===== src/hw/rtl/assert_macros.svh =====
// Assertion helpers shared by the RTL.
`ifndef ASSERT_MACROS_SVH
`define ASSERT_MACROS_SVH

// Same-cycle implication, checked outside reset.
`define RMQ_ASSERT_IMP(lbl, ante, cons) \
    lbl: assert property (@(posedge clk) disable iff (!rst_n) (ante) |-> (cons)) \
        else $error("assertion failed: lbl");

// Next-cycle implication, checked outside reset.
`define RMQ_ASSERT_NXT(lbl, ante, cons) \
    lbl: assert property (@(posedge clk) disable iff (!rst_n) (ante) |=> (cons)) \
        else $error("assertion failed: lbl");

`endif


===== src/hw/rtl/rmq_pkg.sv =====
`default_nettype none
package rmq_pkg;

    localparam int DATA_WIDTH_DEF = 16;
    localparam int FRAC_BITS_DEF  = 14;

    // which output slot carries the half root
    localparam logic [1:0] SEL_W = 2'd0;
    localparam logic [1:0] SEL_X = 2'd1;
    localparam logic [1:0] SEL_Y = 2'd2;
    localparam logic [1:0] SEL_Z = 2'd3;

    // control that travels with each word down the chain
    typedef struct packed {
        logic       valid;
        logic       bad;
        logic [1:0] sel;
        logic [2:0] neg;
    } ctl_t;

endpackage
`default_nettype wire


===== src/hw/rtl/rmq_sqrt_cell.sv =====
`default_nettype none
module rmq_sqrt_cell #(
    parameter int SW  = 16,
    parameter int XW2 = 32,
    parameter int MW  = 17
) (
    input  wire logic              clk,
    input  wire logic              rst_n,
    input  wire logic              en,
    input  wire rmq_pkg::ctl_t     ctl_in,
    input  wire logic [XW2-1:0]    x_in,
    input  wire logic [SW+1:0]     r_in,
    input  wire logic [SW-1:0]     q_in,
    input  wire logic [MW-1:0]     mag_in [3],
    output rmq_pkg::ctl_t          ctl_reg,
    output logic [XW2-1:0]         x_reg,
    output logic [SW+1:0]          r_reg,
    output logic [SW-1:0]          q_reg,
    output logic [MW-1:0]          mag_reg [3]
);
    import rmq_pkg::*;

    logic [SW+2:0] rs;
    logic [SW+2:0] trial;
    logic          ge;
    logic [SW+2:0] r_next;

    // one root bit: bring down two radicand bits and try the subtract
    always_comb
    begin
        rs     = {r_in[SW:0], x_in[XW2-1 -: 2]};
        trial  = {1'b0, q_in, 2'b01};
        ge     = rs >= trial;
        r_next = ge ? rs - trial : rs;
    end

    always_ff @(posedge clk or negedge rst_n)
    begin
        if (!rst_n)
        begin
            ctl_reg <= '0;
        end
        else if (en)
        begin
            ctl_reg <= ctl_in;
        end
    end

    always_ff @(posedge clk)
    begin
        if (en)
        begin
            x_reg   <= x_in << 2;
            r_reg   <= r_next[SW+1:0];
            q_reg   <= {q_in[SW-2:0], ge};
            mag_reg <= mag_in;
        end
    end
endmodule
`default_nettype wire


===== config.mk =====
export PLATFORM = sky130hd
export DESIGN_NAME = rmq_sqrt_cell
export DESIGN_NICKNAME = d
export VERILOG_FILES = /design/src/hw/rtl/assert_macros.svh /design/src/hw/rtl/rmq_pkg.sv /design/src/hw/rtl/rmq_sqrt_cell.sv
export SDC_FILE = /design/constraint.sdc
export NUM_CORES = 1
export LEC_CHECK = 0
export BUFFER_PORTS_ARGS = -buffer_cell sky130_fd_sc_hd__clkbuf_2
export CAP_MARGIN = 10
export CORE_UTILIZATION = 50
export CTS_CLUSTER_SIZE = 12
export DETAILED_ROUTE_END_ITERATION = 10
export PLACE_DENSITY = 0.94
export SYNTH_ARGS = -nofsm -noshare
export SYNTH_HDL_FRONTEND = slang
export SYNTH_SLANG_ARGS = --single-unit

===== constraint.sdc =====
create_clock -name clk -period 1.9 [get_ports clk]
set_clock_uncertainty 0.15 [all_clocks]
set_input_delay 0.57 -clock clk [delete_from_list [all_inputs] [get_ports clk]]
set_output_delay 0.57 -clock clk [all_outputs]
set_load 0.01 [all_outputs]

# ---- Yosys cells after proc, flatten, opt, wreduce, memory -nomap -nowiden
# Index checks and enable logic that the tools add are counted.
dict set report totals {
  regBits 122
  latchBits 0
  ramBits 0
  mem_bits_ro 0
  mem_count 0
}
dict set report op_classes {
  add_sub_neg 1
  multipliers 0
  div_mod_pow 0
  n_lt_le_gt_ge 1
  n_eq_ne 0
  shifts 0
  n_mux 1
  bitwise 0
  n_reduce_logical 0
}
# op n
set op_table {}
lappend op_table {{19-bit by 18-bit >= comparator with 1-bit output} 1}
lappend op_table {{18-bit 2-to-1 mux} 1}
lappend op_table {{18-bit subtractor} 1}

# ---- Depth between registers and ports, before layout
dict set report depth {
  ltp_word 2
  depth_mapped 10
  ltp_nobuf 7
}

# ---- Worst setup path after synthesis
# OpenSTA, ideal clock, no wires.
dict set report synth_path {
  path_type {input port to flip-flop}
  from {input port q_in[8]}
  to {register r_reg[2], data pin}
  arrival_ps 2333
  required_ps 1490
  path_slack_ps -842
  path_stages 9
  n_path_buf 2
  path_cell_list {inv_1 -> ha_1 -> buf_4 -> a21oi_1 -> o21ai_0 -> a21oi_1 -> o211a_1 -> buf_6 -> mux2_2}
}
dict set report synth_between {
  elab_chain_len 2
}
# element line
set synth_lines {}
lappend synth_lines {{from (decl)} rmq_sqrt_cell.sv:13} ;# input wire logic [SW-1:0] q_in,
lappend synth_lines {{19-bit by 18-bit >= comparator with 1-bit output} rmq_sqrt_cell.sv:33} ;# ge = rs >= trial;
lappend synth_lines {{18-bit 2-to-1 mux} rmq_sqrt_cell.sv:34} ;# r_next = ge ? rs - trial : rs;
lappend synth_lines {{via r_next[2]} rmq_sqrt_cell.sv:26} ;# logic [SW+2:0] r_next;
lappend synth_lines {{to (signal assigned)} rmq_sqrt_cell.sv:54} ;# r_reg <= r_next[SW+1:0];
lappend synth_lines {{to (decl)} rmq_sqrt_cell.sv:17} ;# output logic [SW+1:0] r_reg,
# The timed path passes the listed nets, and every way through them passes these cells.
# A chain may end at the register's enable or synchronous reset.

# ---- Worst setup path in the final report
dict set report layout_path {
  from {input port x_in[31]}
  to {register r_reg[16], data pin}
}
dict set report layout_between {
  elab_chain_len 2
  word_cells_on_any_way 3
}
# element line
set layout_lines {}
lappend layout_lines {{from (decl)} rmq_sqrt_cell.sv:11} ;# input wire logic [XW2-1:0] x_in,
lappend layout_lines {{18-bit subtractor or 19-bit by 18-bit >= comparator with 1-bit output (tied branches)} {rmq_sqrt_cell.sv:34, rmq_sqrt_cell.sv:33}}
lappend layout_lines {{18-bit 2-to-1 mux *} rmq_sqrt_cell.sv:34}
lappend layout_lines {{via r_next[16]} rmq_sqrt_cell.sv:26}
# The timed path passes the listed nets; every way through them passes the cells marked *.

==> reports/results.ini <==
[outcome]
status = finished, violations left
violations = negative setup slack

[detailed_routing]
drc = 0
wl_per_cell_um = 19.3
finalWirelength_um = 15300
dr.pass1.iters = 4
drt_iter0_markers = 352
ant_nets = 0
vias = 4195
vias_per_cell = 5.30

[synth]
async_flop_share_pct = 5.74
yosysMostFrequentCell = edfxtp_1
ys_ff_latch = 122
yosys-top-cells-area = edfxtp_1 (67%), ha_1 (4.4%), dfrtp_1 (3.4%)
avgSynthCellArea_um2 = 15.9
synth_top_family_by_area = compound AO/OA/AOI/OAI gates
synth-simple-area-share_pct = 5.68
ys.flop_type = edfxtp_1
netlist_area_mm2 = 0.00516
synthTopCellsByCount = edfxtp_1 (115), inv_1 (26), ha_1 (18)
yosys_warnings = 0
synth_compound_area_share_pct = 11.0
yosys.cell_types.count = 47
synth-xor-area-share_pct = 1.53
synthMuxAreaShare_pct = 3.66
synth_top_cell_area_share_pct = 67.0
synth_top_area_cell = edfxtp_1
synth_edf_count = 115
syn_inst = 324
yosys.area_share.adder_pct = 4.37
yosysSeqAreaShare_pct = 70.4

[grt]
grt_util_all_layers_pct = 28.3
antenna_found_initial = 0
grt-ovfl-total = 0
grt_pass1_wl_um = 22800
grt_pass1_vias = 4304
grt_max_degree = 66

[final_layout]
largest_reg_flops = 51
antennaDiodeCount = 0
drive_above_1_share_pct = 61.9
area_delta_synth_final_pct = 55.4
fillCellCount = 524
design_area_mm2 = 0.00801
nets = 791
layoutNonFillerInstCount = 791

[timing]
holdWs_ns = 0.0855
rsz0062_at_grt = true
finalSetupViolCount = 19
hold_viol = 0
min_period_ns = 2.15
drv_slew = 0
finalCritPeriodShare_pct = 113
fmax_mhz = 466
setup_slack_ns = -0.248

[floorplanning]
die_h_um = 104
initial_core_util_pct = 52.3
rows = 36
coreArea_mm2 = 0.00986
die_w_um = 104
dieArea_mm2 = 0.0107
ios = 251

[placement]
post-place-ws_ns = -0.863
hpwl_um = 11000
dp.cells = 755
placed_cell_area_mm2 = 0.00723
port_buffers = 247
place.gp.congestion = 0.906

[clock_network]
cts_buffer_depth = 2
cts.htree.levels = 4
numCtsBuffers = 17
clock-sinks = 122
clkSlewWorstSetupHoldPaths_ns = 0.06
insertion_delay_ns = 0.51
cts_tree = built
cts_root_buf = clkbuf_8

[pwr]
vdd_ir_drop_max_v = 0.000592
p_per_area_mw_per_mm2 = 963
power_mw = 7.72
power.leakage_nw = 3.53

[min_path]
hold_class = primary input to flip-flop

[critical_path]
worst_setup_path_start_kind = primary input
cp.arrival_ns = 2.33
r2r_setup_slack_ns = 0.95
cp.required_ns = 2.09
cp-end-kind = flip-flop
worstPathMaxFanout = 6
path_class = primary input to flip-flop

[job]
drv_cap = 0

-- stage by stage --
stage / TNS [ns] / util [%]
final: -3.90 / 81.2
after global routing: -4.31 / 81.2
after CTS: -4.12 / 79.8
after detailed placement: -15.48 / 73.3
after global placement: -14.85 / 73.3
after floorplan: -11.19 / -
-- worst max-delay path, stage by stage --
cell	delay, ns
clkbuf_2	0.14
inv_1	0.07
buf_4	0.13
ha_1	0.19
nand2b_1	0.17
a21oi_1	0.16
buf_4	0.18
o211ai_1	0.18
and3b_1	0.26
o31ai_4	0.27
-- where the power goes --
part	internal (mW)	leakage, nW	switching [mW]
clock	1.84	0.256	1.11
sequential	3.23	1.21	0.0813
combinational	0.714	2.06	0.739
-- path summary, 6_finish.rpt --
kind,endpoint,cells after the start,startpoint
max in group asynchronous,ctl_reg[3],2,rst_n
hold / removal,x_reg[6],1,x_in[4]
hold reg to reg,ctl_reg[0],1,ctl_reg[0]
min in group asynchronous,ctl_reg[6],2,rst_n
setup reg to reg,ctl_reg[5],1,ctl_reg[5]
setup / recovery,r_reg[16],10,x_in[31]
-- what timing repair did --
| item | 4_1_cts | 5_1_grt |
|---|---|---|
| buffers inserted | 2 | 1 |
| hold endpoints to repair | 7 | 0 |
| setup endpoints to repair | 19 | 19 |
| gates cloned | 0 | 1 |
| hold buffers | 1 | 0 |
| gates resized for setup | 15 | 27 |
| pin swaps | 5 | 14 |
-- cells in the final DEF, fill, tap and decap left out, types with 5 or more instances in the layout --
cell	count
a21oi_1	10
buf_4	59
clkbuf_16	18
clkbuf_2	242
dfrtp_1	7
edfxtp_1	115
ha_4	15
inv_1	17
inv_2	5
mux2_2	7
mux2_4	8
nand2_1	12
nor2_1	12
o2111ai_1	5
o21ai_0	6
o21ai_1	5
o31ai_4	6
xnor2_1	9
-- cell type report --
cell class | count | area [µm²] | share of cell area [%]
multi-input cells | 168 | 1710 | 21.3
clock inverters | 13 | 129 | 1.61
well taps | 133 | 166 | 2.08
clock buffers | 18 | 418 | 5.21
inverters | 26 | 130 | 1.62
repair buffers | 311 | 1830 | 22.9
flip-flops and latches | 122 | 3630 | 45.3
-- cells by family after synthesis --
logic type                 Yosys count
AOI/OAI and AO/OA                   67
adders and majority gates           18
other                                1
and+or+nand+nor                     55
buffers and inverters               35
xor gates and xnor gates             9
muxes                               17
DFF                                122
-- metal layers --
metal | GRT usage [%] | part of all wire (%)
met5 | 0 | 0
met4 | 11.5 | 2.4
met3 | 6.99 | 6.3
met2 | 52.2 | 54
met1 | 31.0 | 37
Note: power is estimated with default switching activity, not from simulation.
