[config.mk]
export PLATFORM = sky130hd
export DESIGN_NAME = rmq_front
export DESIGN_NICKNAME = d
export VERILOG_FILES = /design/src/hw/rtl/assert_macros.svh /design/src/hw/rtl/rmq_pkg.sv /design/src/hw/rtl/rmq_front.sv
export SDC_FILE = /design/constraint.sdc
export NUM_CORES = 1
export LEC_CHECK = 0
export ABC_AREA = 1
export BUFFER_PORTS_ARGS = -buffer_cell sky130_fd_sc_hd__buf_4
export CORE_UTILIZATION = 35
export DETAILED_ROUTE_END_ITERATION = 12
export GPL_TIMING_DRIVEN = 0
export MAX_ROUTING_LAYER = met4
export PLACE_DENSITY = 0.63
export SLEW_MARGIN = 20
export SYNTH_ARGS = -nofsm -noshare
export SYNTH_HDL_FRONTEND = slang
export SYNTH_SLANG_ARGS = --single-unit
[constraint.sdc]
create_clock -name clk -period 0.8 [get_ports clk]
set_input_delay 0.2 -clock clk [delete_from_list [all_inputs] [get_ports clk]]
set_output_delay 0.2 -clock clk [all_outputs]
set_load 0.05 [all_outputs]
[src/hw/rtl/assert_macros.svh]
// Assertion helpers shared by the RTL.
`ifndef ASSERT_MACROS_SVH
`define ASSERT_MACROS_SVH

// Same-cycle implication, checked outside reset.
`define RMQ_ASSERT_IMP(lbl, ante, cons) \
    lbl: assert property (@(posedge clk) disable iff (!rst_n) (ante) |-> (cons)) \
        else $error("assertion failed: lbl");

// Next-cycle implication, checked outside reset.
`define RMQ_ASSERT_NXT(lbl, ante, cons) \
    lbl: assert property (@(posedge clk) disable iff (!rst_n) (ante) |=> (cons)) \
        else $error("assertion failed: lbl");

`endif

[src/hw/rtl/rmq_pkg.sv]
`default_nettype none
package rmq_pkg;

    localparam int DATA_WIDTH_DEF = 16;
    localparam int FRAC_BITS_DEF  = 14;

    // which output slot carries the half root
    localparam logic [1:0] SEL_W = 2'd0;
    localparam logic [1:0] SEL_X = 2'd1;
    localparam logic [1:0] SEL_Y = 2'd2;
    localparam logic [1:0] SEL_Z = 2'd3;

    // control that travels with each word down the chain
    typedef struct packed {
        logic       valid;
        logic       bad;
        logic [1:0] sel;
        logic [2:0] neg;
    } ctl_t;

endpackage
`default_nettype wire

[src/hw/rtl/rmq_front.sv]
`default_nettype none
module rmq_front #(
    parameter int DW  = 16,
    parameter int FB  = 14,
    parameter int AW  = 18,
    parameter int MW  = 17,
    parameter int XW2 = 32
) (
    input  wire logic                  clk,
    input  wire logic                  rst_n,
    input  wire logic                  en,
    input  wire logic                  in_valid,
    input  wire logic [DW-1:0]         m [9],
    output rmq_pkg::ctl_t              ctl_reg,
    output logic [XW2-1:0]             x_reg,
    output logic [MW-1:0]              mag_reg [3]
);
    import rmq_pkg::*;

    localparam int ES = AW + 1;
    localparam logic signed [ES-1:0] ONE = ES'(1) << FB;

    logic signed [ES-1:0] d [3];
    logic signed [DW:0]   e [9];
    logic signed [ES-1:0] trace;
    logic signed [ES-1:0] arg;
    logic signed [DW:0]   num [3];
    logic                 tpos;
    logic [1:0]           pick;
    ctl_t                 ctl_next;
    logic [XW2-1:0]       x_next;
    logic [MW-1:0]        mag_next [3];

    // widen the elements
    always_comb
    begin
        for (int k = 0; k < 9; k++)
        begin
            e[k] = {m[k][DW-1], m[k]};
        end
        d[0] = {{(ES-DW){m[0][DW-1]}}, m[0]};
        d[1] = {{(ES-DW){m[4][DW-1]}}, m[4]};
        d[2] = {{(ES-DW){m[8][DW-1]}}, m[8]};
    end

    // pick branch, root argument and the three numerators
    always_comb
    begin
        trace = d[0] + d[1] + d[2];
        tpos  = trace > 0;
        pick  = 2'd0;
        if (d[1] > d[0])
        begin
            pick = 2'd1;
        end
        if (d[2] > d[pick])
        begin
            pick = 2'd2;
        end
        if (tpos)
        begin
            ctl_next.sel = SEL_W;
            arg    = trace + ONE;
            num[0] = e[7] - e[5];
            num[1] = e[2] - e[6];
            num[2] = e[3] - e[1];
        end
        else
        begin
            case (pick)
                2'd0:
                begin
                    ctl_next.sel = SEL_X;
                    arg    = d[0] - d[1] - d[2] + ONE;
                    num[0] = e[7] - e[5];
                    num[1] = e[3] + e[1];
                    num[2] = e[6] + e[2];
                end
                2'd1:
                begin
                    ctl_next.sel = SEL_Y;
                    arg    = d[1] - d[2] - d[0] + ONE;
                    num[0] = e[2] - e[6];
                    num[1] = e[7] + e[5];
                    num[2] = e[1] + e[3];
                end
                default:
                begin
                    ctl_next.sel = SEL_Z;
                    arg    = d[2] - d[0] - d[1] + ONE;
                    num[0] = e[3] - e[1];
                    num[1] = e[2] + e[6];
                    num[2] = e[5] + e[7];
                end
            endcase
        end
        ctl_next.valid = in_valid;
        ctl_next.bad   = arg <= 0;
        for (int k = 0; k < 3; k++)
        begin
            ctl_next.neg[k] = num[k][DW];
            mag_next[k]     = num[k][DW] ? MW'(-num[k]) : MW'(num[k]);
        end
        x_next = ctl_next.bad ? '0 : (XW2'(arg[AW-1:0]) << FB);
    end

    // hold control under reset
    always_ff @(posedge clk or negedge rst_n)
    begin
        if (!rst_n)
        begin
            ctl_reg <= '0;
        end
        else if (en)
        begin
            ctl_reg <= ctl_next;
        end
    end

    // capture payload
    always_ff @(posedge clk)
    begin
        if (en)
        begin
            x_reg   <= x_next;
            mag_reg <= mag_next;
        end
    end
endmodule
`default_nettype wire

# [Word-level counts from Yosys, hierarchy flattened]
# Index checks and enable logic that the tools add are counted.
[word_totals] reg_bits=90 latch_bits=0 ramBits=0 romBits=0 inputBits=148 word_cells=55 n_memories=0
[op_classes] n_addsub=21 mul=0 div=0 order_cmp=5 eq_ne=1 n_shift=0 n_mux=14 n_bitwise=1 reduce_logical=1
[ops] op="51-bit case mux with 2 select lines" n=1
[ops] op="16-bit by 16-bit subtractor with 17-bit output" n=6
[ops] op="18-bit by 16-bit adder with 19-bit output, second input constant" n=4
[ops] op="16-bit by 16-bit adder with 17-bit output" n=4
[ops] op="19-bit two-way mux" n=3
[ops] op="17-bit by 16-bit subtractor with 18-bit output" n=3
[ops] op="51-bit two-way mux" n=1
[ops] op="17-bit negation" n=3
[ops] op="16-bit two-way mux" n=3
[ops] op="19-bit binary-select mux with 2-bit select" n=1
[ops] op="19-bit case mux with 2 select lines" n=1
[ops] op="16-bit by 19-bit > comparator with 1-bit output" n=1
[ops] op="19-bit by 1-bit less-or-equal comparator with 1-bit output, second input constant" n=1
[ops] op="17-bit by 16-bit adder with 18-bit output" n=1
[ops] op="18-bit by 1-bit > comparator with 1-bit output, second input constant" n=1
[ops] op="16-bit > comparator" n=1
[ops] op="2-bit two-way mux" n=2
[ops] op="2-bit case mux with 2 select lines" n=1
[ops] op="3-bit greater-or-equal comparator, second input constant" n=1
[ops] op="2-bit inverter with 3-bit output" n=1
[ops] op="2-bit by 1-bit equality test with 1-bit output, second input constant" n=1
[ops] op="2-bit zero test" n=1
[ops] op="1-bit two-way mux" n=1

# [Logic depth before layout (Yosys ltp)]
[logic_depth] depth_word=13 ltp_mapped=45 depth_no_buf=41

# [Worst setup path after synthesis]
# No wires, ideal clock.
[synth_path] path_type="input to register" from="in m[135] (netlist name)" to="reg mag_reg[12] (netlist name), data pin" t_arrival_ns=4.314 t_required_ns=0.551 path_slack_ns=-3.763 stages=37 cell_sequence="inv_1 -> ha_1 -> inv_1 -> nand2_1 -> nor3_1 -> nand2_1 -> nand2_1 -> nand2_1 -> nand2_1 -> nand2_1 -> nand3_2 -> clkbuf_1 -> clkbuf_1 -> o21ai_0 -> ha_1 -> inv_1 -> nor3_1 -> nand3b_1 -> nand3_1 -> nand2_1 -> nand2_1 -> buf_2 -> buf_2 -> nand2_1 -> o21ai_0 -> nand2_1 -> nand2_1 -> ha_1 -> nand3_1 -> nor2_1 -> nand2_1 -> nor2_1 -> nand2_1 -> nand2_1 -> nand2_1 -> nand2_1 -> inv_1"
[synth_rtl] item="from (decl)" line_no="rmq_front.sv:13" rtl="input wire logic [DW-1:0] m [9],"
[synth_rtl] item="to (signal assigned)" line_no="rmq_front.sv:126" rtl="mag_reg <= mag_next;"
[synth_rtl] item="to (decl)" line_no="rmq_front.sv:16" rtl="output logic [MW-1:0] mag_reg [3]"

==> flow_metrics.tcl <==
set metrics [dict create \
    status "complete, but fails checks" \
    violations "negative setup slack" \
    synthesis.area_um2 18370 \
    largest_reg_flops 51 \
    ant_nets 0 \
    synth-edff-count 69 \
    layout_min_cycle_time_ns 4.625 \
    die_w_um 231.1 \
    initial_core_util_pct 35.60 \
    wl_met3_um 5369 \
    crit_path_end_kind "flip-flop" \
    die-area_um2 53410 \
    grt_max_degree 73 \
    min_period_over_period_pct 578.1 \
    wl_met1_um 32930 \
    fin_skew_ns 0 \
    nets 3771 \
    htree_levels 3 \
    drv_cap 0 \
    ys_seq_area_share_pct 12.23 \
    yosysTopAreaCell "ha_1" \
    start_kind "input port" \
    required_ns 0.88 \
    synth_top_area_share_pct 17.84 \
    p_total_mw 77.54 \
    slowest_stage "ha_1" \
    synthArstFlopShare_pct 9.211 \
    grt_pass1_wl_um 106900 \
    grt_antenna_before_repair 0 \
    path_class "input port to flip-flop" \
    drtIter0Drc 1739 \
    ys_top_cells_by_area "ha_1 (18%), nand2_1 (17%), edfxtp_1 (11%), inv_1 (8.7%), nand3_1 (8.6%)" \
    wl_met2_um 31040 \
    critPathMaxStageDelay_ns 0.32 \
    setup_viol 151 \
    hpwl_um 57160 \
    rsz0062_at_grt "yes" \
    overflow 0 \
    power.static_leakage_nw 13.11 \
    drc 0 \
    vias 20331 \
    cp.arrival_ns 4.71 \
    tightest_slew_ns 0.8246 \
    slew-limit-headroom_pct 45.03 \
    drt-pass1-iter-count 6 \
    fmax_mhz 216.2 \
    area_growth_pct 39.16 \
    syn_inst 2880 \
    antennaDiodeCount 0 \
    pre_cts_ws_ns -5.295 \
    layout_setup_ws_ns -3.825 \
    die_y_um 231.1 \
    postSynthRegisterBits 76 \
    cts.path.max_buffers 2 \
    cts-root-buf "clkbuf_16" \
    fill_cells 5101 \
    cts_inserted_buffers 9 \
    max-vdd-ir-drop_uv 1841 \
    drt_wl_total_um 70650 \
    numPortBuffers 223 \
    tns_ns -295.35 \
    ys.flop_type "edfxtp_1" \
    rows 83 \
    avgSynthCellArea_um2 6.379 \
    track_usage_pct 26.39 \
    core_um2 51610 \
    synth_commonest_cells "nand2_1 (846), inv_1 (425), nand3_1 (315), ha_1 (262), nor2_1 (231)" \
    clock_latency_ns 0.32 \
    drive_above_1_share_pct 27.19 \
    clock-sinks 76 \
    dpl-instance-area_um2 21360 \
    finalHoldViolations 0 \
    yosysUniqueCellTypes 52 \
    worstHoldPathType "input port to flip-flop" \
    boundaryPins 238 \
    wire_per_inst_um 17.79 \
    cp_max_fo 8 \
    yosys_warnings 0 \
    synth.most_common_cell "nand2_1" \
    first_global_vias 18973 \
    gp_congestion 1.001 \
    finalInstanceArea_um2 25570 \
    utilization_pct 49.54 \
    clk_pin_slew_worst_paths_ns 0.06 \
    top_layer "met4" \
    cts_tree "built" \
    drv_slew 0 \
    vias_per_cell 5.119 \
    power_per_cell_area_nw_per_um2 3033 \
]
## final timing paths
path                       cells after the start     endpoint  slack, ns  startpoint
max                                           34  mag_reg[41]      -3.83      m[135]
min                                            3   ctl_reg[6]       0.07    in_valid
max reg2reg                                    3   ctl_reg[0]       0.03  ctl_reg[0]
min reg2reg                                    2   ctl_reg[6]       0.49  ctl_reg[6]
max in group asynchronous                      2   ctl_reg[4]       0.45       rst_n
min in group asynchronous                      2   ctl_reg[5]       0.22       rst_n
## metrics by stage
| stage | hold WS, ns | std cells |
|---|---|---|
| 2_1_floorplan | -0.09559 | 2893 |
| 3_3_place_gp | 0.01586 | 3796 |
| 3_5_place_dp | 0.01583 | 3796 |
| 4_1_cts | 0.05734 | 3943 |
| 5_1_grt | 0.05579 | 3972 |
| 6_report | 0.07145 | 3972 |
## cell usage in the layout, fill, tap and decap left out, drive strengths merged, types with 22 or more instances in the layout
cell	n
a21oi	141
xor2	100
nor3	22
buf	430
nand4	46
nand3	320
ha	262
o21ai	105
edfxtp	69
nand2	860
nor2	237
fa	74
inv	429
clkbuf	51
## routing by layer
layer	vias up	global-route usage, %
met1	9432	37.54
met3	82	3.223
met5	-	-
li1	9998	-
met4	0	5.484
met2	819	39.76
## worst max-delay path, delay by kind of cell
family | cells | cell delay, ns
compound gates | 4 | 0.69
xor+xnor | 1 | 0.17
fa+ha+maj | 2 | 0.60
buf+inv | 10 | 1.12
simple gates | 17 | 1.86
## where the power goes
part / internal [mW] / leakage (nW) / switching (mW)
registers: 7.42 / 0.751 / 1.01
clock network: 2.48 / 0.150 / 1.68
logic: 24.6 / 12.2 / 40.4
total: 34.5 / 13.1 / 43.0
## layout make-up
class | count | area (um^2) | share of cell area, %
multi-input combinational | 2293 | 15970 | 62.47
timing repair buffer | 383 | 3570 | 13.96
sequential | 76 | 2256 | 8.824
inverter | 432 | 1730 | 6.768
buffer | 91 | 870.8 | 3.406
tap | 680 | 850.8 | 3.328
clock buffer | 9 | 225.2 | 0.8809
clock inverter | 7 | 82.58 | 0.3230
timing repair inverter | 1 | 8.758 | 0.03426
## logic make-up after synthesis
family,after synthesis,share of synthesized area [%]
AND/OR/NAND/NOR,1517,35.03
buffers and inverters,524,11.56
adder cells (fa/ha/maj),336,25.91
AO/OA/AOI/OAI,305,9.439
XOR/XNOR,121,5.809
flip-flops,76,12.23
other,1,0.02041
## timing repair
item                                   CTS  global route
cloned                                   6             3
endpoints found under the hold margin    7             0
hold buffers                             1             0
resized for setup                      488           194
buffers inserted                       124            28
pin swaps                              115           103
setup endpoints to repair              221           152
No activity file was read; power rests on OpenSTA's default activity.
