===== config.mk =====
export PLATFORM = sky130hd
export DESIGN_NAME = rmq_div_cell
export DESIGN_NICKNAME = d
export VERILOG_FILES = /design/src/hw/rtl/assert_macros.svh /design/src/hw/rtl/rmq_div_cell.sv
export SDC_FILE = /design/constraint.sdc
export NUM_CORES = 1
export LEC_CHECK = 0
export BUFFER_PORTS_ARGS = -buffer_cell sky130_fd_sc_hd__buf_4
export CAP_MARGIN = 20
export CORE_AREA = 10 10 107 109
export DETAILED_ROUTE_END_ITERATION = 10
export DIE_AREA = 0 0 117 119
export HOLD_SLACK_MARGIN = 0.08
export PLACE_DENSITY = 0.77
export SYNTH_ARGS = -nofsm -noshare
export SYNTH_HDL_FRONTEND = slang
export SYNTH_SLANG_ARGS = --single-unit

===== constraint.sdc =====
create_clock -name clk -period 2.4 [get_ports clk]
set_clock_uncertainty 0.2 [all_clocks]
set_input_delay 0 -clock clk [delete_from_list [all_inputs] [get_ports clk]]
set_output_delay 0 -clock clk [all_outputs]
set_load 0.02 [all_outputs]

===== src/hw/rtl/assert_macros.svh =====
// Assertion helpers shared by the RTL.
`ifndef ASSERT_MACROS_SVH
`define ASSERT_MACROS_SVH

// Same-cycle implication, checked outside reset.
`define RMQ_ASSERT_IMP(lbl, ante, cons) \
    lbl: assert property (@(posedge clk) disable iff (!rst_n) (ante) |-> (cons)) \
        else $error("assertion failed: lbl");

// Next-cycle implication, checked outside reset.
`define RMQ_ASSERT_NXT(lbl, ante, cons) \
    lbl: assert property (@(posedge clk) disable iff (!rst_n) (ante) |=> (cons)) \
        else $error("assertion failed: lbl");

`endif


===== src/hw/rtl/rmq_div_cell.sv =====
`default_nettype none
module rmq_div_cell #(
    parameter int NW = 32,
    parameter int SW = 16
) (
    input  wire logic           clk,
    input  wire logic           en,
    input  wire logic [NW-1:0]  n_in,
    input  wire logic [SW+1:0]  r_in,
    input  wire logic [NW-1:0]  q_in,
    input  wire logic [SW:0]    d_in,
    output logic [NW-1:0]       n_reg,
    output logic [SW+1:0]       r_reg,
    output logic [NW-1:0]       q_reg
);
    logic [SW+1:0] rs;
    logic [SW+1:0] dd;
    logic          ge;

    // one quotient bit: shift in a dividend bit and try the subtract
    always_comb
    begin
        rs = {r_in[SW:0], n_in[NW-1]};
        dd = {1'b0, d_in};
        ge = rs >= dd;
    end

    always_ff @(posedge clk)
    begin
        if (en)
        begin
            n_reg <= n_in << 1;
            r_reg <= ge ? rs - dd : rs;
            q_reg <= {q_in[NW-2:0], ge};
        end
    end
endmodule
`default_nettype wire


### After elaboration in Yosys (flattened, before gate mapping)

Cells that the tools add are included.

* latch bits: 0
* flip-flop bits (word level): 81
* memories: 0
* RAM bits: 0
* logic and storage cells: 6
* bits of input ports: 101
* ROM bits: 0

* multiplexer cells: 1
* bitwise gates (word level): 0
* order comparisons: 1
* equality and inequality tests: 0
* multiply operators: 0
* reductions and logical operators: 0
* shift-type cells: 0
* $add $sub $neg: 1
* div/mod/pow operators: 0

Operators by type and width (count)
* $ge 18x17->1: 1
* $mux 18: 1
* $sub 18x17->18: 1

### Logic depth before layout (Yosys ltp)

Gate-level depths: netlist (run 1).

* depth in word-level cells: 2
* gate-level depth with buffers: 11
* gate-level depth less buffers: 10

### Worst setup path before layout (run 1)

Ideal clock, no wire load.

* path kind: input port to flip-flop
* start: input n_in[31]
* end: register r_reg[16], data pin
* cell stages on the path: 10
* required time: 1.940 ns
* arrival time: 1.891 ns
* path slack: 0.049 ns
* library setup time: 0.260 ns
* path through: inv_1 ha_1 inv_1 fa_1 a21o_1 a221o_1 o21ai_4 a21oi_4 buf_6 mux2_4

* word-level cells in the longest chain between the ends: 2
* elaborated cells on any way between the ends: 3
* classes of those cells: add/sub (1); order compare (1); mux (1)

RTL lines
* start, declared: RTL line rmq_div_cell.sv:8 `input wire logic [NW-1:0] n_in,`
* $sub 18x17->18 or $ge 18x17->1 (tied branches): RTL line rmq_div_cell.sv:33, rmq_div_cell.sv:25
* $mux 18 (*): RTL line rmq_div_cell.sv:33 `r_reg <= ge ? rs - dd : rs;`
* end signal, assigned: RTL line rmq_div_cell.sv:33
* end, declared: RTL line rmq_div_cell.sv:13 `output logic [SW+1:0] r_reg,`

Every way passes the cells marked *; elsewhere a longest branch is shown, timed or not.
A chain may end at the register's enable or synchronous reset.

### Final worst setup path (run 1)

* start: input r_in[10]
* end: register r_reg[17], data pin

* word-level cells in the longest chain between the ends: 2
* elaborated cells on any way between the ends: 3
* classes of those cells: add/sub (1); order compare (1); mux (1)

RTL lines
* start, declared: RTL line rmq_div_cell.sv:9 `input wire logic [SW+1:0] r_in,`
* $sub 18x17->18 or $ge 18x17->1 (tied branches): RTL line rmq_div_cell.sv:33, rmq_div_cell.sv:25
* $mux 18 (*): RTL line rmq_div_cell.sv:33

Marks and branches as above.

==> results of run 1 <==
layout by cell type (no fill, tap or decap), drive strengths merged, types with 2 or more instances in the layout:
cell type	Yosys	layout
a211oi	2	2
a21o	3	3
a21oi	31	31
a31oi	2	2
a41oi	3	3
buf	9	203
clkbuf	0	9
clkinv	0	4
dlygate4sd3	0	79
edfxtp	81	81
ha	17	17
inv	25	25
mux2	4	4
nand2	12	12
nand3	7	7
nand4	2	2
nor2	21	21
nor2b	3	3
nor3	3	3
o21ai	9	9
o221ai	2	2
xnor2	10	10
xor2	3	3
logic make-up (layout without fill, tap and decap cells):
| logic type | Yosys count | in the layout | synth area share [%] |
|---|---|---|---|
| adder cells (fa/ha/maj) | 18 | 18 | 6.41 |
| buffers and inverters | 34 | 321 | 4.31 |
| AO/OA/AOI/OAI | 61 | 61 | 10.9 |
| XOR/XNOR | 13 | 13 | 3.14 |
| flip-flops | 81 | 81 | 67.0 |
| AND/OR/NAND/NOR | 53 | 53 | 6.72 |
| multiplexers | 4 | 4 | 1.45 |
| other | 1 | 1 | 0.103 |
cells in the mapped netlist, types with 2 or more instances:
library cell | number | area [um2]
edfxtp_1 | 81 | 2430
a21oi_1 | 30 | 150
inv_1 | 25 | 93.8
nor2_1 | 21 | 78.8
ha_1 | 17 | 213
nand2_1 | 12 | 45.0
xnor2_1 | 10 | 87.6
o21ai_0 | 7 | 35.0
nand3_1 | 6 | 30.0
buf_2 | 5 | 25.0
a21o_1 | 3 | 22.5
a41oi_1 | 3 | 26.3
nor2b_1 | 3 | 18.8
nor3_1 | 3 | 15.0
xor2_1 | 3 | 26.3
a211oi_1 | 2 | 15.0
a31oi_1 | 2 | 12.5
buf_4 | 2 | 15.0
buf_6 | 2 | 22.5
mux2_2 | 2 | 22.5
mux2_4 | 2 | 30.0
nand4_1 | 2 | 12.5
o221ai_1 | 2 | 17.5
routing by layer:
metal | vias up | GRT usage, % | wire length (um)
li1 | 1540 | - | -
met1 | 1549 | 22.0 | 5480
met2 | 170 | 35.1 | 7120
met3 | 18 | 6.38 | 1300
met4 | 0 | 7.26 | 323
met5 | - | 0 | 0
what timing repair did:
action,CTS,global route
hold buffers,78,1
hold endpoints to repair,111,3
gates resized for setup,0,6
setup endpoints to repair,0,17
final timing paths:
check                   to  depth (start not counted)
min     r_reg[1]$_DFFE_PP_                          2
max    r_reg[17]$_DFFE_PP_                         10
report_power, final:
| group | internal [mW] | switching (mW) | leakage (nW) | total [mW] |
|---|---|---|---|---|
| Clock | 0.460 | 0.455 | 0.0921 | 0.916 |
| Sequential | 1.73 | 0.0565 | 0.793 | 1.79 |
| Combinational | 0.567 | 0.584 | 1.86 | 1.15 |
layout make-up:
type,count,area (um2),share of cell area (%)
inverter,25,93.8,1.50
timing repair buffer,282,2340,37.5
clock inverter,5,48.8,0.781
tap,114,143,2.28
clock buffer,9,124,1.98
sequential,81,2430,39.0
multi-input combinational,150,1060,17.0
metrics by stage:
stage	utilization, %	power (mW)	hold slack, ps
after detailed placement	55.6	2.82	-20.6
after global routing	66.0	4.02	-223
after CTS	65.7	3.83	-227
after global placement	55.6	2.80	-21.4
final	66.0	3.85	-199
after floorplan	-	2.30	-101
==> impl_results.html, run 1 <==
<table>
<tr><th>Metric</th><th>Value</th></tr>
<tr><th colspan="2">Status</th></tr>
<tr><td>Status</td><td>complete, but fails checks</td></tr>
<tr><td>Failing checks</td><td>negative hold slack</td></tr>
<tr><th colspan="2">STA</th></tr>
<tr><td>Count of final setup violators</td><td>0</td></tr>
<tr><td>Number of pins with negative max-slew slack in the final report</td><td>0</td></tr>
<tr><td>Worst Slack Setup Final</td><td>33.2 ps</td></tr>
<tr><td>Post-route minimum period</td><td>2370 ps</td></tr>
<tr><td>Setup total negative slack</td><td>0 ps</td></tr>
<tr><td>Highest attainable clock frequency</td><td>0.423 GHz</td></tr>
<tr><td>Hold Worst Slack</td><td>-199 ps</td></tr>
<tr><td>Hold Vio Cnt, Final</td><td>2</td></tr>
<tr><td>Share of the clock period used by the worst path after layout</td><td>98.6%</td></tr>
<tr><th colspan="2">Placement</th></tr>
<tr><td>Worst setup slack after placement</td><td>-160 ps</td></tr>
<tr><td>Port Buf Inserts</td><td>179</td></tr>
<tr><td>Cell area after placement</td><td>5260 um2</td></tr>
<tr><td>DP HPWL</td><td>9630 um</td></tr>
<tr><td>Final weighted congestion in routability-driven placement</td><td>0.853</td></tr>
<tr><td>Placed Instances</td><td>573</td></tr>
<tr><th colspan="2">Logic synthesis</th></tr>
<tr><td>Number of different library cells in the post-synthesis netlist</td><td>43</td></tr>
<tr><td>Mean instance size in the synthesized netlist</td><td>13.7 um2</td></tr>
<tr><td>Count of mapped cells out of synthesis</td><td>265</td></tr>
<tr><td>Proportion of register bits with asynchronous set or reset after synthesis</td><td>0%</td></tr>
<tr><td>Main synth FF type</td><td>edfxtp_1</td></tr>
<tr><td>Area of the mapped netlist</td><td>3630 um2</td></tr>
<tr><td>Syn nets</td><td>384</td></tr>
<tr><td>Yosys Warn Count</td><td>0</td></tr>
<tr><td>Post-synthesis sequential area ratio</td><td>67.0%</td></tr>
<tr><td>Synthesis-stage register bit count</td><td>81</td></tr>
<tr><td>EDFF count, synth</td><td>81</td></tr>
<tr><th colspan="2">Routing</th></tr>
<tr><td>Avg Vias per Cell</td><td>4.92</td></tr>
<tr><td>DRC viols</td><td>0</td></tr>
<tr><td>Number of iterations in the first detailed-routing pass</td><td>4</td></tr>
<tr><td>Routed wirelength normalized by instance count</td><td>21.3 um</td></tr>
<tr><td>Number of violations reported at the end of detailed-routing iteration 0</td><td>214</td></tr>
<tr><td>Via count</td><td>3277</td></tr>
<tr><td>Count of antenna-violating nets left after detailed routing</td><td>0</td></tr>
<tr><td>Total wire length after detailed routing</td><td>14200 um</td></tr>
<tr><th colspan="2">Floorplan</th></tr>
<tr><td>Overall die area</td><td>13900 um2</td></tr>
<tr><td>Die span in x</td><td>117 um</td></tr>
<tr><td>Effective utilization at floorplan</td><td>38.4%</td></tr>
<tr><td>Boundary Pins</td><td>183</td></tr>
<tr><td>Site Rows</td><td>36</td></tr>
<tr><td>Vertical extent of the die</td><td>119 um</td></tr>
<tr><td>Area of the core</td><td>9460 um2</td></tr>
<tr><th colspan="2">Clock tree</th></tr>
<tr><td>Num CTS Buffers</td><td>9</td></tr>
<tr><td>Total setup buffers inserted after CTS</td><td>0</td></tr>
<tr><td>Clock edge transition at the registers on the reported setup and hold paths</td><td>80 ps</td></tr>
<tr><td>CTS tree</td><td>built</td></tr>
<tr><td>Buffer levels on the longest clock path</td><td>2</td></tr>
<tr><td># clock sinks</td><td>81</td></tr>
<tr><td>Htree depth</td><td>3</td></tr>
<tr><td>Root Buffer Master</td><td>clkbuf_8</td></tr>
<tr><th colspan="2">Global routing</th></tr>
<tr><td>Wire length of the first global-routing pass</td><td>21100 um</td></tr>
<tr><td>Pin count of the biggest net entering global routing</td><td>51</td></tr>
<tr><td>Via count of the first global-routing pass</td><td>3501</td></tr>
<tr><td>Overall fraction of global-route tracks in use</td><td>20.0%</td></tr>
<tr><td>Initial antenna violation count</td><td>0</td></tr>
<tr><td>Total congestion overflow after global routing</td><td>0</td></tr>
<tr><th colspan="2">Layout</th></tr>
<tr><td>Area Overhead vs Synth</td><td>72.0%</td></tr>
<tr><td>Final-stage net count</td><td>668</td></tr>
<tr><td>Cell Count, Final, Fillers Out</td><td>666</td></tr>
<tr><td>Fraction of final layout cells with drive strength greater than 1</td><td>41.7%</td></tr>
<tr><td>Flip-flop count of the largest register, all copies and words added</td><td>32</td></tr>
<tr><td>Design area</td><td>6240 um2</td></tr>
<tr><td>Antenna Diode Count</td><td>0</td></tr>
<tr><td>Number of fillers in the final layout</td><td>668</td></tr>
<tr><th colspan="2">Setup path</th></tr>
<tr><td>Cell mode on critical path</td><td>buf_4</td></tr>
<tr><td>Category of the most critical setup path</td><td>primary input to flip-flop</td></tr>
<tr><td>Top Family by Delay on Critical Path</td><td>buffers and inverters</td></tr>
<tr><td>Slowest cell on the critical path</td><td>dlygate4sd3_1</td></tr>
<tr><td>Peak fanout along the critical path</td><td>8</td></tr>
<tr><td>Critical Path Max Stage Delay</td><td>530 ps</td></tr>
<tr><td>Required time at the endpoint of the critical path</td><td>2300 ps</td></tr>
<tr><td>Sort of element at the end of the critical path</td><td>flip-flop</td></tr>
<tr><td>Buf+Inv Stages, Crit Path</td><td>3</td></tr>
<tr><td>Arrival time reported for the critical path endpoint</td><td>2260 ps</td></tr>
<tr><td>Nature of the critical path startpoint</td><td>primary input</td></tr>
<tr><td>Cell-by-cell trace of the critical path</td><td>dlygate4sd3_1 &gt; buf_4 &gt; ha_1 &gt; buf_4 &gt; nand4_1 &gt; nor2_1 &gt; o31ai_2 &gt; a21oi_4 &gt; or3b_1 &gt; xnor2_1</td></tr>
<tr><td>Worst setup path startpoint</td><td>r_in[10]</td></tr>
<tr><th colspan="2">Power</th></tr>
<tr><td>Power per cell area</td><td>617 nW/um2</td></tr>
<tr><td>Leakage</td><td>2.75 nW</td></tr>
<tr><td>Worst voltage drop across the vdd grid</td><td>0.274 mV</td></tr>
<tr><th colspan="2">Flow run</th></tr>
<tr><td>Maximum capacitance violations</td><td>0</td></tr>
<tr><th colspan="2">Hold path</th></tr>
<tr><td>Hold/Removal Path Class</td><td>primary input to flip-flop</td></tr>
<tr><td>Worst min-delay path startpoint</td><td>r_in[0]</td></tr>
</table>
Note: power is estimated with default switching activity, not from simulation.
==> run 2, diff against run 1 <==
Clock period 2.4 ns to 1.9 ns, I/O delays scaled along.
==> impl_results.html, run 2 (synthesis results as in run 1) <==
<table>
<tr><th>Metric</th><th>Value</th></tr>
<tr><th colspan="2">Routing</th></tr>
<tr><td>Count of antenna-violating nets left after detailed routing</td><td>0 (unchanged)</td></tr>
<tr><td>Via count</td><td>3466 (was 3277)</td></tr>
<tr><td>DRC viols</td><td>0 (unchanged)</td></tr>
<tr><td>Total wire length after detailed routing</td><td>14900 um (was 14200 um)</td></tr>
<tr><td>Avg Vias per Cell</td><td>4.83 (was 4.92)</td></tr>
<tr><td>Number of violations reported at the end of detailed-routing iteration 0</td><td>207 (was 214)</td></tr>
<tr><td>Routed wirelength normalized by instance count</td><td>20.7 um (was 21.3 um)</td></tr>
<tr><td>Number of iterations in the first detailed-routing pass</td><td>4 (unchanged)</td></tr>
<tr><th colspan="2">Flow run</th></tr>
<tr><td>Maximum capacitance violations</td><td>0 (unchanged)</td></tr>
<tr><th colspan="2">Power</th></tr>
<tr><td>Switching share of power</td><td>28.1% (was 28.4%)</td></tr>
<tr><td>Internal power</td><td>3.81 mW (was 2.76 mW)</td></tr>
<tr><td>Proportion of power drawn by combinational gates</td><td>32.0% (was 29.9%)</td></tr>
<tr><td>Clock share of power</td><td>25.5% (was 23.8%)</td></tr>
<tr><td>Power per cell area</td><td>769 nW/um2 (was 617 nW/um2)</td></tr>
<tr><td>Reported net switching power</td><td>1.48 mW (was 1.10 mW)</td></tr>
<tr><td>Leakage</td><td>3.04 nW (was 2.75 nW)</td></tr>
<tr><td>Worst voltage drop across the vdd grid</td><td>0.402 mV (was 0.274 mV)</td></tr>
<tr><td>Share of power burned in registers</td><td>42.5% (was 46.4%)</td></tr>
<tr><th colspan="2">Status</th></tr>
<tr><td>Status</td><td>complete, but fails checks (unchanged)</td></tr>
<tr><td>Failing checks</td><td>negative hold slack, negative setup slack (was negative hold slack)</td></tr>
<tr><th colspan="2">Setup path</th></tr>
<tr><td>Required time at the endpoint of the critical path</td><td>1790 ps (was 2300 ps)</td></tr>
<tr><td>Arrival time reported for the critical path endpoint</td><td>2020 ps (was 2260 ps)</td></tr>
<tr><td>Nature of the critical path startpoint</td><td>primary input (unchanged)</td></tr>
<tr><td>Top Family by Delay on Critical Path</td><td>compound AO/OA/AOI/OAI gates (was buffers and inverters)</td></tr>
<tr><td>Setup crit end</td><td>r_reg[15]$_DFFE_PP_ (was r_reg[17]$_DFFE_PP_)</td></tr>
<tr><td>Category of the most critical setup path</td><td>primary input to flip-flop (unchanged)</td></tr>
<tr><td>Peak fanout along the critical path</td><td>5 (was 8)</td></tr>
<tr><td>Buf+Inv Stages, Crit Path</td><td>5 (was 3)</td></tr>
<tr><td>Sort of element at the end of the critical path</td><td>flip-flop (unchanged)</td></tr>
<tr><td>Cell-by-cell trace of the critical path</td><td>buf_12 &gt; inv_12 &gt; ha_4 &gt; inv_2 &gt; fa_2 &gt; a21o_1 &gt; a221o_1 &gt; o21ai_4 &gt; a21oi_4 &gt; buf_12 &gt; buf_6 &gt; nor2_2 &gt; a21oi_1 (was dlygate4sd3_1 &gt; buf_4 &gt; ha_1 &gt; buf_4 &gt; nand4_1 &gt; nor2_1 &gt; o31ai_2 &gt; a21oi_4 &gt; or3b_1 &gt; xnor2_1)</td></tr>
<tr><td>Worst setup path startpoint</td><td>n_in[31] (was r_in[10])</td></tr>
<tr><td>Cell mode on critical path</td><td>buf_12 (was buf_4)</td></tr>
<tr><td>Slowest cell on the critical path</td><td>a221o_1 (was dlygate4sd3_1)</td></tr>
<tr><td>Stages on worst setup path</td><td>13 (was 10)</td></tr>
<tr><td>Critical Path Max Stage Delay</td><td>410 ps (was 530 ps)</td></tr>
<tr><th colspan="2">Clock tree</th></tr>
<tr><td>Buffer levels on the longest clock path</td><td>2 (unchanged)</td></tr>
<tr><td>Root Buffer Master</td><td>clkbuf_8 (unchanged)</td></tr>
<tr><td># clock sinks</td><td>81 (unchanged)</td></tr>
<tr><td>Number of buffers added to fix hold violations after cts</td><td>79 (was 78)</td></tr>
<tr><td>Htree depth</td><td>3 (unchanged)</td></tr>
<tr><td>Num CTS Buffers</td><td>9 (unchanged)</td></tr>
<tr><td>Clock edge transition at the registers on the reported setup and hold paths</td><td>80 ps (about the same)</td></tr>
<tr><td>CTS tree</td><td>built (unchanged)</td></tr>
<tr><th colspan="2">STA</th></tr>
<tr><td>Setup total negative slack</td><td>-3310 ps (was 0 ps)</td></tr>
<tr><td>Count of final setup violators</td><td>19 (was 0)</td></tr>
<tr><td>Hold Vio Cnt, Final</td><td>2 (unchanged)</td></tr>
<tr><td>Share of the clock period used by the worst path after layout</td><td>112%</td></tr>
<tr><td>Number of pins with negative max-slew slack in the final report</td><td>0 (unchanged)</td></tr>
<tr><td>Post-route minimum period</td><td>2130 ps</td></tr>
<tr><td>Unrepaired setup endpoints after global routing</td><td>true</td></tr>
<tr><td>Worst Slack Setup Final</td><td>-231 ps (was 33.2 ps)</td></tr>
<tr><td>Highest attainable clock frequency</td><td>0.469 GHz</td></tr>
<tr><td>Hold Worst Slack</td><td>-200 ps (was -199 ps)</td></tr>
<tr><th colspan="2">Placement</th></tr>
<tr><td>Final weighted congestion in routability-driven placement</td><td>0.875 (was 0.853)</td></tr>
<tr><td>Port Buf Inserts</td><td>179 (unchanged)</td></tr>
<tr><td>Worst setup slack after placement</td><td>-671 ps (was -160 ps)</td></tr>
<tr><td>DP HPWL</td><td>9760 um (was 9630 um)</td></tr>
<tr><th colspan="2">Floorplan</th></tr>
<tr><td>Die span in x</td><td>117 um (unchanged)</td></tr>
<tr><td>Overall die area</td><td>13900 um2 (unchanged)</td></tr>
<tr><td>Site Rows</td><td>36 (unchanged)</td></tr>
<tr><td>Vertical extent of the die</td><td>119 um (unchanged)</td></tr>
<tr><td>Boundary Pins</td><td>183 (unchanged)</td></tr>
<tr><td>Area of the core</td><td>9460 um2 (unchanged)</td></tr>
<tr><td>Effective utilization at floorplan</td><td>38.4% (unchanged)</td></tr>
<tr><th colspan="2">Layout</th></tr>
<tr><td>Number of fillers in the final layout</td><td>585 (was 668)</td></tr>
<tr><td>Highest-count cells in the layout ignoring fill and taps</td><td>buf_4, edfxtp_1, dlygate4sd3_1 (unchanged)</td></tr>
<tr><td>Final-stage net count</td><td>716 (was 668)</td></tr>
<tr><td>Fraction of final layout cells with drive strength greater than 1</td><td>50.0% (was 41.7%)</td></tr>
<tr><td>Area Overhead vs Synth</td><td>89.5% (was 72.0%)</td></tr>
<tr><td>Flip-flop count of the largest register, all copies and words added</td><td>32 (unchanged)</td></tr>
<tr><td>Most frequent standard cell in the layout excluding fill and tap cells</td><td>buf_4 (unchanged)</td></tr>
<tr><th colspan="2">Global routing</th></tr>
<tr><td>Initial antenna violation count</td><td>2 (was 0)</td></tr>
<tr><td>Pin count of the biggest net entering global routing</td><td>43 (was 51)</td></tr>
<tr><td>Via count of the first global-routing pass</td><td>3720 (was 3501)</td></tr>
<tr><td>Total congestion overflow after global routing</td><td>0 (unchanged)</td></tr>
<tr><td>Wire length of the first global-routing pass</td><td>21800 um (was 21100 um)</td></tr>
<tr><td>Overall fraction of global-route tracks in use</td><td>20.6% (was 20.0%)</td></tr>
<tr><th colspan="2">Hold path</th></tr>
<tr><td>Hold/Removal Path Class</td><td>primary input to flip-flop (unchanged)</td></tr>
</table>
[run 2: changes by cell type in the layout (fill, tap and decap cells not counted), moves of 5 or more]
cell | before | now
buf_6 | 0 | 5
ha_4 | 0 | 5
buf_4 | 201 | 241
ha_1 | 17 | 12
nor2_1 | 21 | 15
[run 2: metal layers]
| metal | vias to the layer above | GRT usage [%] | routed length (um) |
|---|---|---|---|
| met5 | - | 0 | 0 |
| met1 | 1638 | 22.7 | 5580 |
| met3 | 22 | 5.52 | 1300 |
| met2 | 163 | 36.3 | 7630 |
| met4 | 0 | 8.58 | 354 |
| li1 | 1643 | - | - |
[run 2: worst min path at each step]
stage | startpoint | end | slack, ps | cells after the start
2_1_floorplan | n_in[9] | n_reg[10]$_DFFE_PP_ | -100 | 0
3_3_place_gp | q_in[10] | q_reg[11]$_DFFE_PP_ | -20 | 1
3_5_place_dp | q_in[10] | q_reg[11]$_DFFE_PP_ | -20 | 1
4_1_cts | r_in[0] | r_reg[1]$_DFFE_PP_ | -210 | 2
5_1_grt | n_in[31] | r_reg[0]$_DFFE_PP_ | -210 | 3
6_report | r_in[0] | r_reg[1]$_DFFE_PP_ | -200 | 2
[run 2: repair_timing]
item	CTS	global route
gates resized for setup	21	17
endpoints found under the hold margin	103	2
pin swaps	11	4
buffers inserted	5	2
setup endpoints to repair	19	19
gates cloned	2	0
[run 2: final cells by class]
type | count | area (um2) | share of cell area, %
Clock buffer | 9 | 124 | 1.80
Antenna cell | 2 | 5.00 | 0.0728
Clock inverter | 7 | 95.1 | 1.38
Sequential cell | 81 | 2430 | 35.4
Timing Repair Buffer | 330 | 2770 | 40.3
Tap cell | 114 | 143 | 2.07
Multi-Input combinational cell | 150 | 1200 | 17.4
Inverter | 25 | 106 | 1.55
[run 2: power by group through the flow]
stage                     combinational [mW]  clock (mW)  sequential [mW]
after CTS                               1.63        1.38             2.24
final                                   1.69        1.35             2.25
after global placement                  1.34           0             2.27
after global routing                    1.80        1.44             2.27
after floorplan                        0.405           0             2.50
after detailed placement                1.37           0             2.28
[run 2: metrics by stage]
stage | power (mW) | std cells | utilization (%) | hold slack, ps | area (um2)
4_1_cts | 5.25 | 714 | 71.8 | -212 | 6800
2_1_floorplan | 2.91 | 265 | - | -101 | 3660
6_report | 5.29 | 718 | 72.7 | -200 | 6880
3_3_place_gp | 3.61 | 612 | 59.0 | -21.8 | 5580
5_1_grt | 5.50 | 718 | 72.7 | -210 | 6880
3_5_place_dp | 3.65 | 612 | 59.0 | -20.7 | 5580
